**src/hw/rtl/pspu_dist.sv**
```systemverilog
// Foot point, residual vector and squared distance in four register stages.
// Depends on nothing outside this file.
module pspu_dist #(
  parameter int unsigned W = 24
) (
  input  logic                   clk_i,
  input  logic                   rst_ni,
  input  logic                   en_i,
  input  logic                   valid_i,
  input  logic                   on_i,
  input  logic [W:0]             off_x_i,
  input  logic [W:0]             off_y_i,
  input  logic signed [W-1:0]    qx_i,
  input  logic signed [W-1:0]    qy_i,
  input  logic signed [W-1:0]    start_x_i,
  input  logic signed [W-1:0]    start_y_i,
  input  logic signed [W-1:0]    end_x_i,
  input  logic signed [W-1:0]    end_y_i,
  output logic                   valid_o,
  output logic                   on_o,
  output logic signed [W-1:0]    foot_x_o,
  output logic signed [W-1:0]    foot_y_o,
  output logic [2*(W+1)-1:0]     d2_o
);

  localparam int unsigned DW   = W + 1;
  localparam int unsigned LENW = 2 * DW;

  logic neg_x, neg_y;
  assign neg_x = end_x_i < start_x_i;
  assign neg_y = end_y_i < start_y_i;

  logic [3:0]           v_q;
  logic                 on_q [4];
  logic signed [W-1:0]  fx_q [4];
  logic signed [W-1:0]  fy_q [4];
  logic signed [W-1:0]  qx1_q, qy1_q;
  logic signed [DW-1:0] rx, ry;
  logic [DW-1:0]        arx_q, ary_q;
  logic [LENW-1:0]      sx_q, sy_q, d2_q;

  assign rx = $signed({qx1_q[W-1], qx1_q}) - $signed({fx_q[0][W-1], fx_q[0]});
  assign ry = $signed({qy1_q[W-1], qy1_q}) - $signed({fy_q[0][W-1], fy_q[0]});

  always_ff @(posedge clk_i or negedge rst_ni) begin
    if (!rst_ni) begin
      v_q <= '0;
    end else if (en_i) begin
      v_q <= {v_q[2:0], valid_i};
    end
  end

  always_ff @(posedge clk_i) begin
    if (en_i) begin
      on_q[0] <= on_i;
      fx_q[0] <= neg_x ? start_x_i - W'(off_x_i) : start_x_i + W'(off_x_i);
      fy_q[0] <= neg_y ? start_y_i - W'(off_y_i) : start_y_i + W'(off_y_i);
      qx1_q   <= qx_i;
      qy1_q   <= qy_i;
      for (int k = 1; k < 4; k++) begin
        on_q[k] <= on_q[k-1];
        fx_q[k] <= fx_q[k-1];
        fy_q[k] <= fy_q[k-1];
      end
      arx_q <= rx[DW-1] ? DW'(-rx) : DW'(rx);
      ary_q <= ry[DW-1] ? DW'(-ry) : DW'(ry);
      sx_q  <= arx_q * arx_q;
      sy_q  <= ary_q * ary_q;
      d2_q  <= sx_q + sy_q;
    end
  end

  assign valid_o  = v_q[3];
  assign on_o     = on_q[3];
  assign foot_x_o = fx_q[3];
  assign foot_y_o = fy_q[3];
  assign d2_o     = d2_q;

endmodule

```
**config.mk**
```make
export PLATFORM = sky130hd
export DESIGN_NAME = pspu_dist
export DESIGN_NICKNAME = d
export VERILOG_FILES = /design/src/hw/rtl/pspu_dist.sv
export SDC_FILE = /design/constraint.sdc
export NUM_CORES = 2
export LEC_CHECK = 0
export ABC_AREA = 1
export ABC_CLOCK_PERIOD_IN_PS = 15900
export BUFFER_PORTS_ARGS = -buffer_cell sky130_fd_sc_hd__buf_2
export CORE_MARGIN = 10
export CORE_UTILIZATION = 45
export DETAILED_ROUTE_END_ITERATION = 16
export PLACE_DENSITY = 0.6
export SLEW_MARGIN = 25
export SYNTH_ARGS = -nofsm -noshare
export SYNTH_HDL_FRONTEND = slang
export SYNTH_SLANG_ARGS = --single-unit
```
**constraint.sdc**
```tcl
create_clock -name clk_i -period 15.9 [get_ports clk_i]
set_input_delay 0 -clock clk_i [delete_from_list [all_inputs] [get_ports clk_i]]
set_output_delay 0 -clock clk_i [all_outputs]
set_load 0.005 [all_outputs]
```
== Word level (Yosys, flattened, before mapping) ==
Memory sizes are Yosys's and may differ from the RTL's.
Cells that the tools add are included.

* RAM bits: 196
* Word-level logic and storage cells: 32
* Memories kept: 3
* Input bits: 199
* Register bits after elaboration: 252
* Output and inout bits: 100

* Muxes and demuxes: 6
* Order comparisons: 2
* Add/subtract/negate cells: 9
* Multipliers: 2

{| class="wikitable"
|+ Memories
! name !! depth !! bits a word !! rd ports !! clocked after memory_dff !! write ports !! RTL line !! source
|-
| fx_q || 4 || 24 || 4 || 0 || 4 || 35 || <nowiki>logic signed [W-1:0] fx_q [4];</nowiki>
|-
| fy_q || 4 || 24 || 4 || 0 || 4 || 36 || <nowiki>logic signed [W-1:0] fy_q [4];</nowiki>
|-
| on_q || 4 || 1 || 4 || 0 || 4 || 34 || <nowiki>logic on_q [4];</nowiki>
|}

{| class="wikitable"
|+ Operator list
! kind !! count
|-
| $mul A25 B25 Y50 || 2
|-
| $mux W24 || 4
|-
| $add A50 B50 Y50 || 1
|-
| $neg A25 Y25 || 2
|-
| $sub A24 B24 Y25 || 2
|-
| $add A24 B24 Y24 || 2
|-
| $lt A24 B24 Y1 || 2
|-
| $sub A24 B24 Y24 || 2
|-
| $mux W1 || 2
|}

== Logic depth before layout (Yosys ltp) ==
* Depth after elaboration: 3
* Depth in mapped cells: 31
* Depth with buffers taken out: 29

== Worst setup path after synthesis ==
OpenSTA, ideal clock, no wires.

* Path type: reg2reg
* Start: register arx_q[13]
* End: register sx_q[47] (data pin)
* Cell stages (with the launch flop): 27
* Slack: 9.487 ns
* Data required time: 15.648 ns
* Period minus slack after synthesis: 6.413 ns
* Buffers on the path: 2
* Arrival time: 6.161 ns
* Setup time: 0.252 ns
* Cells stage by stage: edfxtp_1 > clkbuf_1 > clkbuf_1 > nand2_1 > fa_1 > inv_1 > fa_1 > inv_1 > fa_1 > fa_1 > inv_1 > fa_1 > inv_1 > fa_1 > fa_1 > inv_1 > ha_1 > nand2_1 > nor2_1 > inv_1 > nor3_1 > and3_1 > a21oi_1 > o21ai_1 > nand2_1 > nand3_1 > nand2_1

* Longest elaborated chain between the ends: 1

{| class="wikitable"
|+ RTL lines
! what !! RTL line !! source
|-
| start, declared || 39 || <nowiki>logic [DW-1:0] arx_q, ary_q;</nowiki>
|-
| start signal, assigned || 65 || <nowiki>arx_q <= rx[DW-1] ? DW'(-rx) : DW'(rx);</nowiki>
|-
| $mul A25 B25 Y50 || 67 || <nowiki>sx_q <= arx_q * arx_q;</nowiki>
|-
| end signal, assigned || 67 ||
|-
| end, declared || 40 || <nowiki>logic [LENW-1:0] sx_q, sy_q, d2_q;</nowiki>
|}

No other way between the ends.
A chain may end at the register's enable or synchronous reset.

== Worst setup path after layout ==
* Start: register arx_q[15]
* End: register sx_q[47] (data pin)

Same word-level chain as after synthesis.

==> results.toml <==
[die]
core_region_area_um2 = 139700
fp.dieW_um = 395.3
die_area_um2 = 156300
initial_core_util_pct = 45.37
core.rowCount = 137
ioPinCount = 299
die_h_um = 395.3

[clock_tree]
cts_sinks = 446
cts_tree = "done"
root_buffer = "clkbuf_16"
post_cts_buffers = 0
clk_latency_ns = 0.63
clkTransAtPathRegs_ns = 0.06
cts_made_buffers = 51
hold_buffers = 109
cts_buffer_depth = 3
cts_resized = 0
htreeDepth = 2

[cells_and_area]
fin_nets = 9571
stdcell_count = 9792
layout-drive-gt1-share_pct = 6.116
final_common_cell = "inv_1"
syn_to_final_growth_pct = 10.17
fill_cells = 13470
fin_util_pct = 49.99
most-common-layout-cells = "inv_1, nand2_1, fa_1"

[sta]
skew_ns = 0.03179
period_share_pct = 46.34
fmax_mhz = 135.7
period_minus_slack_ns = 7.368
finalHoldViolCount = 0
slew_headroom_pct = 40.56
setup_viol = 0
rsz0062_at_grt = "no"
tns_ns = 0
tightest_slew_ns = 0.8917
slew_violations = 0
worst_slack_ns = 8.532

[detailed_routing]
vias_per_cell = 4.899
antenna_left = 0
firstDrtPassIters = 6
first_iter_violations = 2802
drc = 0
routedWlPerCell_um = 16.72
via_count = 47973
route.final.wire_length_um = 163800

[logic_synthesis]
ys.flop_type = "edfxtp_1"
syn-num-nets = 9207
synth-seq-cells = 446
synth_area_per_cell_um2 = 8.442
async_flop_share_pct = 0.8969
ys_seq_area_share_pct = 21.10
synthSimpleGateAreaFrac_pct = 14.96
synthAdderAreaFrac_pct = 40.67
synth.cell_area_um2 = 63390
synthCells = 7509
yosys_warnings = 0
synth_xor_area_share_pct = 3.800
synth-compound-area-share_pct = 5.785
synth_top_family_by_area = "adder cells"
synth-edff-count = 442
synth_cell_type_count = 47
synth_mux_area_share_pct = 0.03553

[worst_setup_path]
required_ns = 16.28
worst_path_most_repeated_cell = "fa_1"
cp_slowest_stage_delay_ns = 0.84
path_class = "register to register"
worstPathArrival_ns = 7.75
critPathCaptureType = "register"
crit_path_start_kind = "register"
cpMaxStageDelayCell = "edfxtp_1"
crit_fanout = 13

[placed_design]
dp_hpwl_um = 138700
placed_cells = 9586
place.gp.congestion = 0.9434
placement.io_buffers = 296
post-place-ws_ns = 8.486

[min_path]
hold_path.class = "input pin to register"

[global_routing]
grt_pass1_vias = 50968
antenna_found_initial = 1
grt_max_degree = 171
grt_usage_pct = 21.12
grt_pass1_wl_um = 267000
gr-total-overflow = 0

[run]
cap_violations = 0

[run_status]
outcome = "completed"
## through the flow
| step | cell area (um2) | hold WS [ns] |
|---|---|---|
| 6_report | 69840 | 0.04680 |
| 5_1_grt | 69830 | 0.03140 |
| 4_1_cts | 69810 | 0.008610 |
| 3_5_place_dp | 67090 | -0.1914 |
| 3_3_place_gp | 67050 | -0.1942 |
| 2_1_floorplan | 63390 | -0.2956 |
## path summary, 6_finish.rpt
| path | start | to | slack (ns) | cells after the start |
|---|---|---|---|---|
| worst min register to register | fy_q[2][10]$_DFFE_PP_ | fy_q[3][10]$_DFFE_PP_ | 0.41 | 0 |
| max in group asynchronous | rst_ni | v_q[0]$_DFFE_PN0P_ | 15.45 | 3 |
| worst max register to register | arx_q[15]$_DFFE_PP_ | sx_q[47]$_DFFE_PP_ | 8.53 | 25 |
| min in group asynchronous | rst_ni | v_q[3]$_DFFE_PN0P_ | 0.28 | 3 |
| worst max-delay path | arx_q[15]$_DFFE_PP_ | sx_q[47]$_DFFE_PP_ | 8.53 | 25 |
| worst min-delay path | start_x_i[19] | fx_q[0][19]$_DFFE_PP_ | 0.05 | 3 |
## flip-flops by register name (all words and copies together) (netlist names)
name and count:
fx_q 96, sx_q 49, v_q 4, qx1_q 24, sy_q 49, arx_q 25, on_q 4, qy1_q 24
ary_q 25, d2_o 50, fy_q 96
## cell usage after synthesis, drive strengths merged, types with 45 or more instances
cell	instances	area [um2]
xor2	194	1699
inv	2151	8077
edfxtp	442	13270
nand4	45	281.5
fa	936	18740
ha	563	7044
o21ai	178	894.6
nand3	209	1071
nand2	1574	5976
nor2	399	1533
xnor2	81	709.4
a21oi	311	1575
clkbuf	141	529.3
nor3	53	265.3
## cell type report
type                       count  area [um2]  share of cell area [%]
multi-input combinational   4764       41360                   59.23
sequential                   446       13370                   19.15
inverter                    2151        8077                   11.56
timing repair buffer         459        3039                   4.352
tap                         1876        2347                   3.361
clock buffer                  61        1314                   1.881
clock inverter                33       320.3                  0.4586
antenna                        2       5.005                0.007166
## metal layers
| metal | global-route usage, % | wire (um) | vias to the layer above |
|---|---|---|---|
| met3 | 3.240 | 9003 | 220 |
| met2 | 36.35 | 78540 | 1212 |
| met4 | 5.360 | 4401 | 0 |
| met1 | 27.73 | 71810 | 23216 |
| met5 | 0 | 0 | - |
| li1 | - | - | 23325 |
## critical path, delay by kind of cell, from the launching register on
kind | cells | cell delay (ns)
adder cells (fa/ha/maj) | 8 | 3.92
buffers and inverters | 7 | 0.70
AND/OR/NAND/NOR | 8 | 1.16
flip-flops | 1 | 0.84
AO/OA/AOI/OAI | 2 | 0.48
## cells by family after synthesis
| logic type | count (synthesis) |
|---|---|
| XOR/XNOR | 275 |
| AO/OA/AOI/OAI | 654 |
| multiplexers | 2 |
| adder cells (fa/ha/maj) | 1499 |
| buffers and inverters | 2299 |
| AND/OR/NAND/NOR | 2334 |
| flip-flops | 446 |
Power is left out: the tool's default activity adds up to more than one toggle a clock period on the data nets, which glitch-free logic cannot reach.
