==> config.mk <==
export PLATFORM = sky130hd
export DESIGN_NAME = pspu_sqrt
export DESIGN_NICKNAME = d
export VERILOG_FILES = /design/src/hw/rtl/pspu_sqrt.sv
export SDC_FILE = /design/constraint.sdc
export NUM_CORES = 2
export LEC_CHECK = 0
export ABC_AREA = 1
export BUFFER_PORTS_ARGS = -buffer_cell sky130_fd_sc_hd__buf_2
export CAP_MARGIN = 10
export CORE_MARGIN = 1.5
export CORE_UTILIZATION = 50
export DETAILED_ROUTE_END_ITERATION = 12
export PLACE_DENSITY = 0.68
export SLEW_MARGIN = 20
export SYNTH_ARGS = -nofsm -noshare
export SYNTH_HDL_FRONTEND = slang
export SYNTH_SLANG_ARGS = --single-unit
export TNS_END_PERCENT = 30
==> constraint.sdc <==
create_clock -name clk_i -period 6 [get_ports clk_i]
set_input_delay 1.2 -clock clk_i [delete_from_list [all_inputs] [get_ports clk_i]]
set_output_delay 1.2 -clock clk_i [all_outputs]
set_load 0.01 [all_outputs]
==> src/hw/rtl/pspu_sqrt.sv <==
// Pipelined integer square root, one result bit per stage, carrying the
// foot point alongside. Depends on nothing outside this file.
module pspu_sqrt #(
  parameter int unsigned W = 24
) (
  input  logic                   clk_i,
  input  logic                   rst_ni,
  input  logic                   en_i,
  input  logic                   valid_i,
  input  logic                   on_i,
  input  logic signed [W-1:0]    foot_x_i,
  input  logic signed [W-1:0]    foot_y_i,
  input  logic [2*(W+1)-1:0]     d2_i,
  output logic                   valid_o,
  output logic                   on_o,
  output logic signed [W-1:0]    foot_x_o,
  output logic signed [W-1:0]    foot_y_o,
  output logic [W:0]             root_o
);

  localparam int unsigned SW = W + 1;
  localparam int unsigned XW = 2 * SW;

  logic                v_q  [SW];
  logic                on_q [SW];
  logic [XW-1:0]       x_q  [SW];
  logic [SW-1:0]       r_q  [SW];
  logic signed [W-1:0] fx_q [SW];
  logic signed [W-1:0] fy_q [SW];

  for (genvar k = 0; k < SW; k++) begin : g_stage
    localparam int unsigned B = SW - 1 - k;
    logic                v_c, on_c, g;
    logic [XW-1:0]       x_c, t_c;
    logic [SW-1:0]       r_c;
    logic signed [W-1:0] fx_c, fy_c;

    if (k == 0) begin : g_in
      assign v_c  = valid_i;
      assign on_c = on_i;
      assign x_c  = d2_i;
      assign r_c  = '0;
      assign fx_c = foot_x_i;
      assign fy_c = foot_y_i;
    end else begin : g_prev
      assign v_c  = v_q[k-1];
      assign on_c = on_q[k-1];
      assign x_c  = x_q[k-1];
      assign r_c  = r_q[k-1];
      assign fx_c = fx_q[k-1];
      assign fy_c = fy_q[k-1];
    end

    assign t_c = (XW'(r_c) << (B + 1)) | (XW'(1) << (2 * B));
    assign g   = x_c >= t_c;

    always_ff @(posedge clk_i or negedge rst_ni) begin
      if (!rst_ni) begin
        v_q[k] <= 1'b0;
      end else if (en_i) begin
        v_q[k] <= v_c;
      end
    end

    always_ff @(posedge clk_i) begin
      if (en_i) begin
        on_q[k] <= on_c;
        x_q[k]  <= g ? x_c - t_c : x_c;
        r_q[k]  <= r_c | (SW'(g) << B);
        fx_q[k] <= fx_c;
        fy_q[k] <= fy_c;
      end
    end
  end

  assign valid_o  = v_q[SW-1];
  assign on_o     = on_q[SW-1];
  assign foot_x_o = fx_q[SW-1];
  assign foot_y_o = fy_q[SW-1];
  assign root_o   = r_q[SW-1];

endmodule
=== Yosys cells after proc, flatten, opt, wreduce, memory -nomap -nowiden ===
Memory sizes are Yosys's and may differ from the RTL's.
Index checks and enable logic that the tools add are counted.
W data, S select, Z words.

* Output and inout bits: 75
* Bits in writable memories: 3100
* Register bits after elaboration: 25
* Word-level logic and storage cells: 131
* Memories: 5
* Input bits: 103

{| class="wikitable"
|+ Memory list
! memory !! depth !! width !! rd ports !! clocked after Yosys merged registers in !! write ports !! RTL line !! RTL
|-
| x_q || 25 || 50 || 24 || 0 || 25 || 26 || <nowiki>logic [XW-1:0] x_q [SW];</nowiki>
|-
| r_q || 25 || 25 || 25 || 0 || 25 || 27 || <nowiki>logic [SW-1:0] r_q [SW];</nowiki>
|-
| fx_q || 25 || 24 || 25 || 0 || 25 || 28 || <nowiki>logic signed [W-1:0] fx_q [SW];</nowiki>
|-
| fy_q || 25 || 24 || 25 || 0 || 25 || 29 || <nowiki>logic signed [W-1:0] fy_q [SW];</nowiki>
|-
| on_q || 25 || 1 || 25 || 0 || 25 || 25 || <nowiki>logic on_q [SW];</nowiki>
|}

* Bitwise operators: 24
* Add/subtract/negate cells: 25
* Magnitude comparators: 25
* Mux-type cells: 27

{| class="wikitable"
|+ Operator list
! operator !! number
|-
| $mux W50 || 25
|-
| $ge A50 B26 Y1 || 1
|-
| $ge A50 B27 Y1 || 1
|-
| $ge A50 B28 Y1 || 1
|-
| $ge A50 B29 Y1 || 1
|-
| $ge A50 B30 Y1 || 1
|-
| $ge A50 B31 Y1 || 1
|-
| $ge A50 B32 Y1 || 1
|-
| $ge A50 B33 Y1 || 1
|-
| $ge A50 B34 Y1 || 1
|-
| $ge A50 B35 Y1 || 1
|-
| $ge A50 B36 Y1 || 1
|-
| $ge A50 B37 Y1 || 1
|-
| $ge A50 B38 Y1 || 1
|-
| $ge A50 B39 Y1 || 1
|-
| $ge A50 B40 Y1 || 1
|-
| $ge A50 B41 Y1 || 1
|-
| $ge A50 B42 Y1 || 1
|-
| $ge A50 B43 Y1 || 1
|-
| $ge A50 B44 Y1 || 1
|-
| $ge A50 B45 Y1 || 1
|-
| $ge A50 B46 Y1 || 1
|-
| $ge A50 B47 Y1 || 1
|-
| $ge A50 B48 Y1 || 1
|-
| other kinds (52) || 53
|}

=== Depth between registers and ports, before layout ===
An unclocked memory read counts as a cell.

* Word-level depth: 3
* Mapped depth: 17
* Gate-level depth less buffers: 16

=== Worst setup path before layout ===
No wires, ideal clock.

* Path kind: flip-flop to flip-flop
* From: mem x_q[2][319] in the netlist's numbering
* To: mem x_q[2][394] in the netlist's numbering (data pin)
* Stages on the path, launching flop included: 16
* Arrival time: 1.890 ns
* Setup time: 0.259 ns
* Data required time: 5.741 ns
* Clock period less this slack: 2.149 ns
* Path buffers: 2
* Slack: 3.851 ns
* Path through: edfxtp_1 -> ha_1 -> nand2_1 -> inv_2 -> nand2_2 -> inv_2 -> nand2_1 -> inv_2 -> nand2_2 -> nor2_2 -> nor2_2 -> nand3_4 -> inv_2 -> buf_6 -> buf_6 -> a21oi_2

{| class="wikitable"
|+ RTL lines
! item !! RTL line
|-
| start: declaration || 26
|}

==> impl_metrics.sql <==
INSERT INTO impl_metrics (metric_group, metric, value, unit) VALUES
('worst_setup_path', 'timing.critical_path.from_type', 'flip-flop', ''),
('routing', 'drtIter0Drc', '8527', ''),
('worst_setup_path', 'critPathSlowestCell', 'inv_2', ''),
('routing', 'final_wirelength', '336000', 'µm'),
('finish', 'post_route_cells_drive_above_1_share', '7.62', '%'),
('die', 'number_of_placement_rows', '182', ''),
('worst_setup_path', 'critPathMaxFanout', '47', ''),
('sta', 'final.setup.worst_slack', '1.99', 'ns'),
('global_routing', 'global_route_wire_length_before_repair', '497000', 'µm'),
('finish', 'num-nets-final', '12300', ''),
('synthesis', 'syn_area_per_cell', '10.9', 'µm²'),
('clock_tree', 'htree_levels', '5', ''),
('synthesis', 'syn_area', '124000', 'µm²'),
('clock_tree', 'postCtsSetupRepairBufs', '0', ''),
('global_routing', 'grt_overflow_total', '0', ''),
('die', 'start_util', '50.4', '%'),
('routing', 'via_per_inst', '5.31', ''),
('global_routing', 'number_of_global_route_vias_before_repair', '78300', ''),
('synthesis', 'number_of_nets_in_the_synthesized_netlist', '11800', ''),
('sta', 'hold_viol', '0', ''),
('sta', 'timing_max_transition_violations_final', '0', ''),
('synthesis', 'ys.warnings.count', '0', ''),
('synthesis', 'yosys.area.top_type', 'edfxtp_1', ''),
('sta', 'max_slew.worst_pin.slew', '1.22', 'ns'),
('worst_setup_path', 'startpoint_of_the_lowest_slack_register_to_register_path', 'r_q[19][24]', ''),
('synthesis', 'synth_edf_count', '2750', ''),
('placement', 'detailed_place.area', '129000', 'µm²'),
('global_routing', 'grt_max_degree', '198', ''),
('clock_tree', 'cts_repair_resize_count', '0', ''),
('worst_setup_path', 'r2r_cells', '9', ''),
('synthesis', 'synth_common_cells', 'nand2_1, edfxtp_1, inv_1', ''),
('finish', 'post_layout_nonfiller_instances', '15400', ''),
('clock_tree', 'cts.path.max_buffers', '4', ''),
('pwr', 'leakagePower', '56.7', 'nW'),
('placement', 'dp_hpwl', '259000', 'µm'),
('worst_setup_path', 'worstSetupPathType', 'reg2reg', ''),
('clock_tree', 'clkSlewWorstSetupHoldPaths', '0.06', 'ns'),
('placement', 'routabilityCongestion', '1.01', ''),
('routing', 'ant_nets', '0', ''),
('clock_tree', 'cts_tree', 'yes', ''),
('worst_setup_path', 'worst_setup_path_end_kind', 'flip-flop', ''),
('routing', 'drt_pass1_iterations', '9', ''),
('sta', 'timing.setup.tns', '0', 'ns'),
('synthesis', 'synth_most_common_cell', 'nand2_1', ''),
('global_routing', 'global_route.usage.total', '26.7', '%'),
('worst_setup_path', 'worst-endpoint-arrival', '4.45', 'ns'),
('run', 'timing.max_cap.violations', '0', ''),
('status', 'outcome', 'complete, no violations', ''),
('placement', 'place_inst', '14900', ''),
('pwr', 'powerDensity', '374', 'nW/µm²'),
('routing', 'detailroute.via_count', '81800', ''),
('sta', 'skew', '0.104', 'ns'),
('worst_setup_path', 'crit-reg2reg-capture', 'x_q[2][224]', ''),
('clock_tree', 'clkLatencyLatePin', '0.95', 'ns'),
('synthesis', 'synthArstFlopShare', '0.901', '%'),
('synthesis', 'post_synth_main_area_contributors', 'edfxtp_1, nand2_1, inv_1', ''),
('worst_setup_path', 'crit_path_max_incr_delay', '0.78', 'ns'),
('synthesis', 'synth_top_area_share', '66.5', '%'),
('clock_tree', 'tritoncts_num_sinks', '2775', ''),
('finish', 'fin_area', '139000', 'µm²'),
('min_path', 'timing.hold.worst.class', 'in2async', ''),
('synthesis', 'synth_seq_cells', '2775', ''),
('synthesis', 'syn-instance-count', '11400', ''),
('sta', 'max-slew-margin-rel', '18.6', '%'),
('routing', 'drt_drc_violations_left', '0', ''),
('die', 'chipWidth', '501', 'µm'),
('finish', 'synthToLayoutAreaGrowth', '12.0', '%'),
('sta', 'fin_crit_sh', '66.8', '%'),
('pwr', 'peakVddDrop', '0.417', 'mV'),
('routing', 'wire_per_inst', '21.8', 'µm'),
('sta', 'grt_setup_unrepaired', 'no', '');
## metal layers
metal	global-route usage, %	part of all wire, %
met1	39.5	46
met2	40.5	44
met3	4.46	7.3
met4	7.62	2.9
met5	0	0.0095
## layout make-up
| type | count | area [µm²] |
|---|---|---|
| timing repair buffer | 245 | 1710 |
| clock inverter | 174 | 1780 |
| inverter | 1615 | 6060 |
| clock buffer | 352 | 7810 |
| antenna | 3 | 7.51 |
| sequential | 2775 | 83200 |
| multi-input combinational | 6918 | 34300 |
| tap | 3312 | 4140 |
| fill | 20900 | 107000 |
## critical path: cells and delay by family, from the launching register on
kind	cells	cell delay, ns
AO/OA/AOI/OAI	4	1.39
buffers and inverters	2	0.89
adder cells (fa/ha/maj)	1	0.39
AND/OR/NAND/NOR	2	0.38
flip-flops	1	0.50
## logic make-up (layout without fill, tap and decap cells)
family                   after synthesis  count (layout)  synth area share, %
XOR/XNOR                             291             291                 2.05
multiplexers                           3               3               0.0272
flip-flops                          2775            2775                 67.0
AO/OA/AOI/OAI                        807             807                 3.69
other                                  0               3                    0
buffers and inverters               1700            2386                 5.38
adder cells (fa/ha/maj)              346             346                 3.49
AND/OR/NAND/NOR                     5471            5471                 18.3
## cells in the final DEF, fill, tap and decap left out, types with 32 or more instances in the layout
cell type / netlist / final
clkinv_1: 0 / 57
nand3b_1: 35 / 35
nand2_1: 3202 / 3202
buf_2: 39 / 176
buf_4: 11 / 46
bufinv_16: 0 / 32
nand2_2: 48 / 48
xnor2_1: 128 / 128
a21oi_1: 382 / 382
nand3_1: 559 / 559
nor2_1: 1121 / 1120
xor2_1: 163 / 163
nor3_1: 124 / 121
nor2_2: 33 / 32
a21oi_2: 54 / 54
clkinv_2: 0 / 46
o21ai_0: 238 / 238
ha_1: 346 / 346
inv_1: 1592 / 1592
edfxtp_1: 2750 / 2750
nor4_1: 72 / 72
clkbuf_1: 7 / 46
nand4_1: 192 / 192
clkbuf_16: 0 / 304
## flip-flops by register name, indices dropped and copies added (netlist names)
| signal | flops |
|---|---|
| r_q | 325 |
| valid_o | 1 |
| x_q | 1200 |
| fx_q | 600 |
| fy_q | 600 |
| on_q | 25 |
| g_stage.v_c | 24 |
## worst max-delay path by stage
stage,start,to,slack (ns)
global route,r_q[19][8],x_q[2][224],1.85
finish,r_q[19][24],x_q[2][224],1.99
detailed placement,r_q[19][8],x_q[2][224],2.05
global placement,r_q[19][16],x_q[2][224],2.09
CTS,r_q[19][8],x_q[2][224],2.00
floorplan,x_q[2][319],x_q[2][394],3.85
## power by group
part	internal, W	switching, W	total [W]
Combinational	0.00268	0.00604	0.00872
Sequential	0.0236	0.00152	0.0251
Clock	0.0107	0.00741	0.0181
Total	0.0370	0.0150	0.0520
## per-stage QoR
stage	utilization, %	hold slack, ns
finish	56.4	0.260
floorplan	-	0.400
detailed placement	52.5	0.405
global placement	52.5	0.400
global route	56.4	0.256
CTS	56.4	0.208
(Power assumes the default switching activity.)
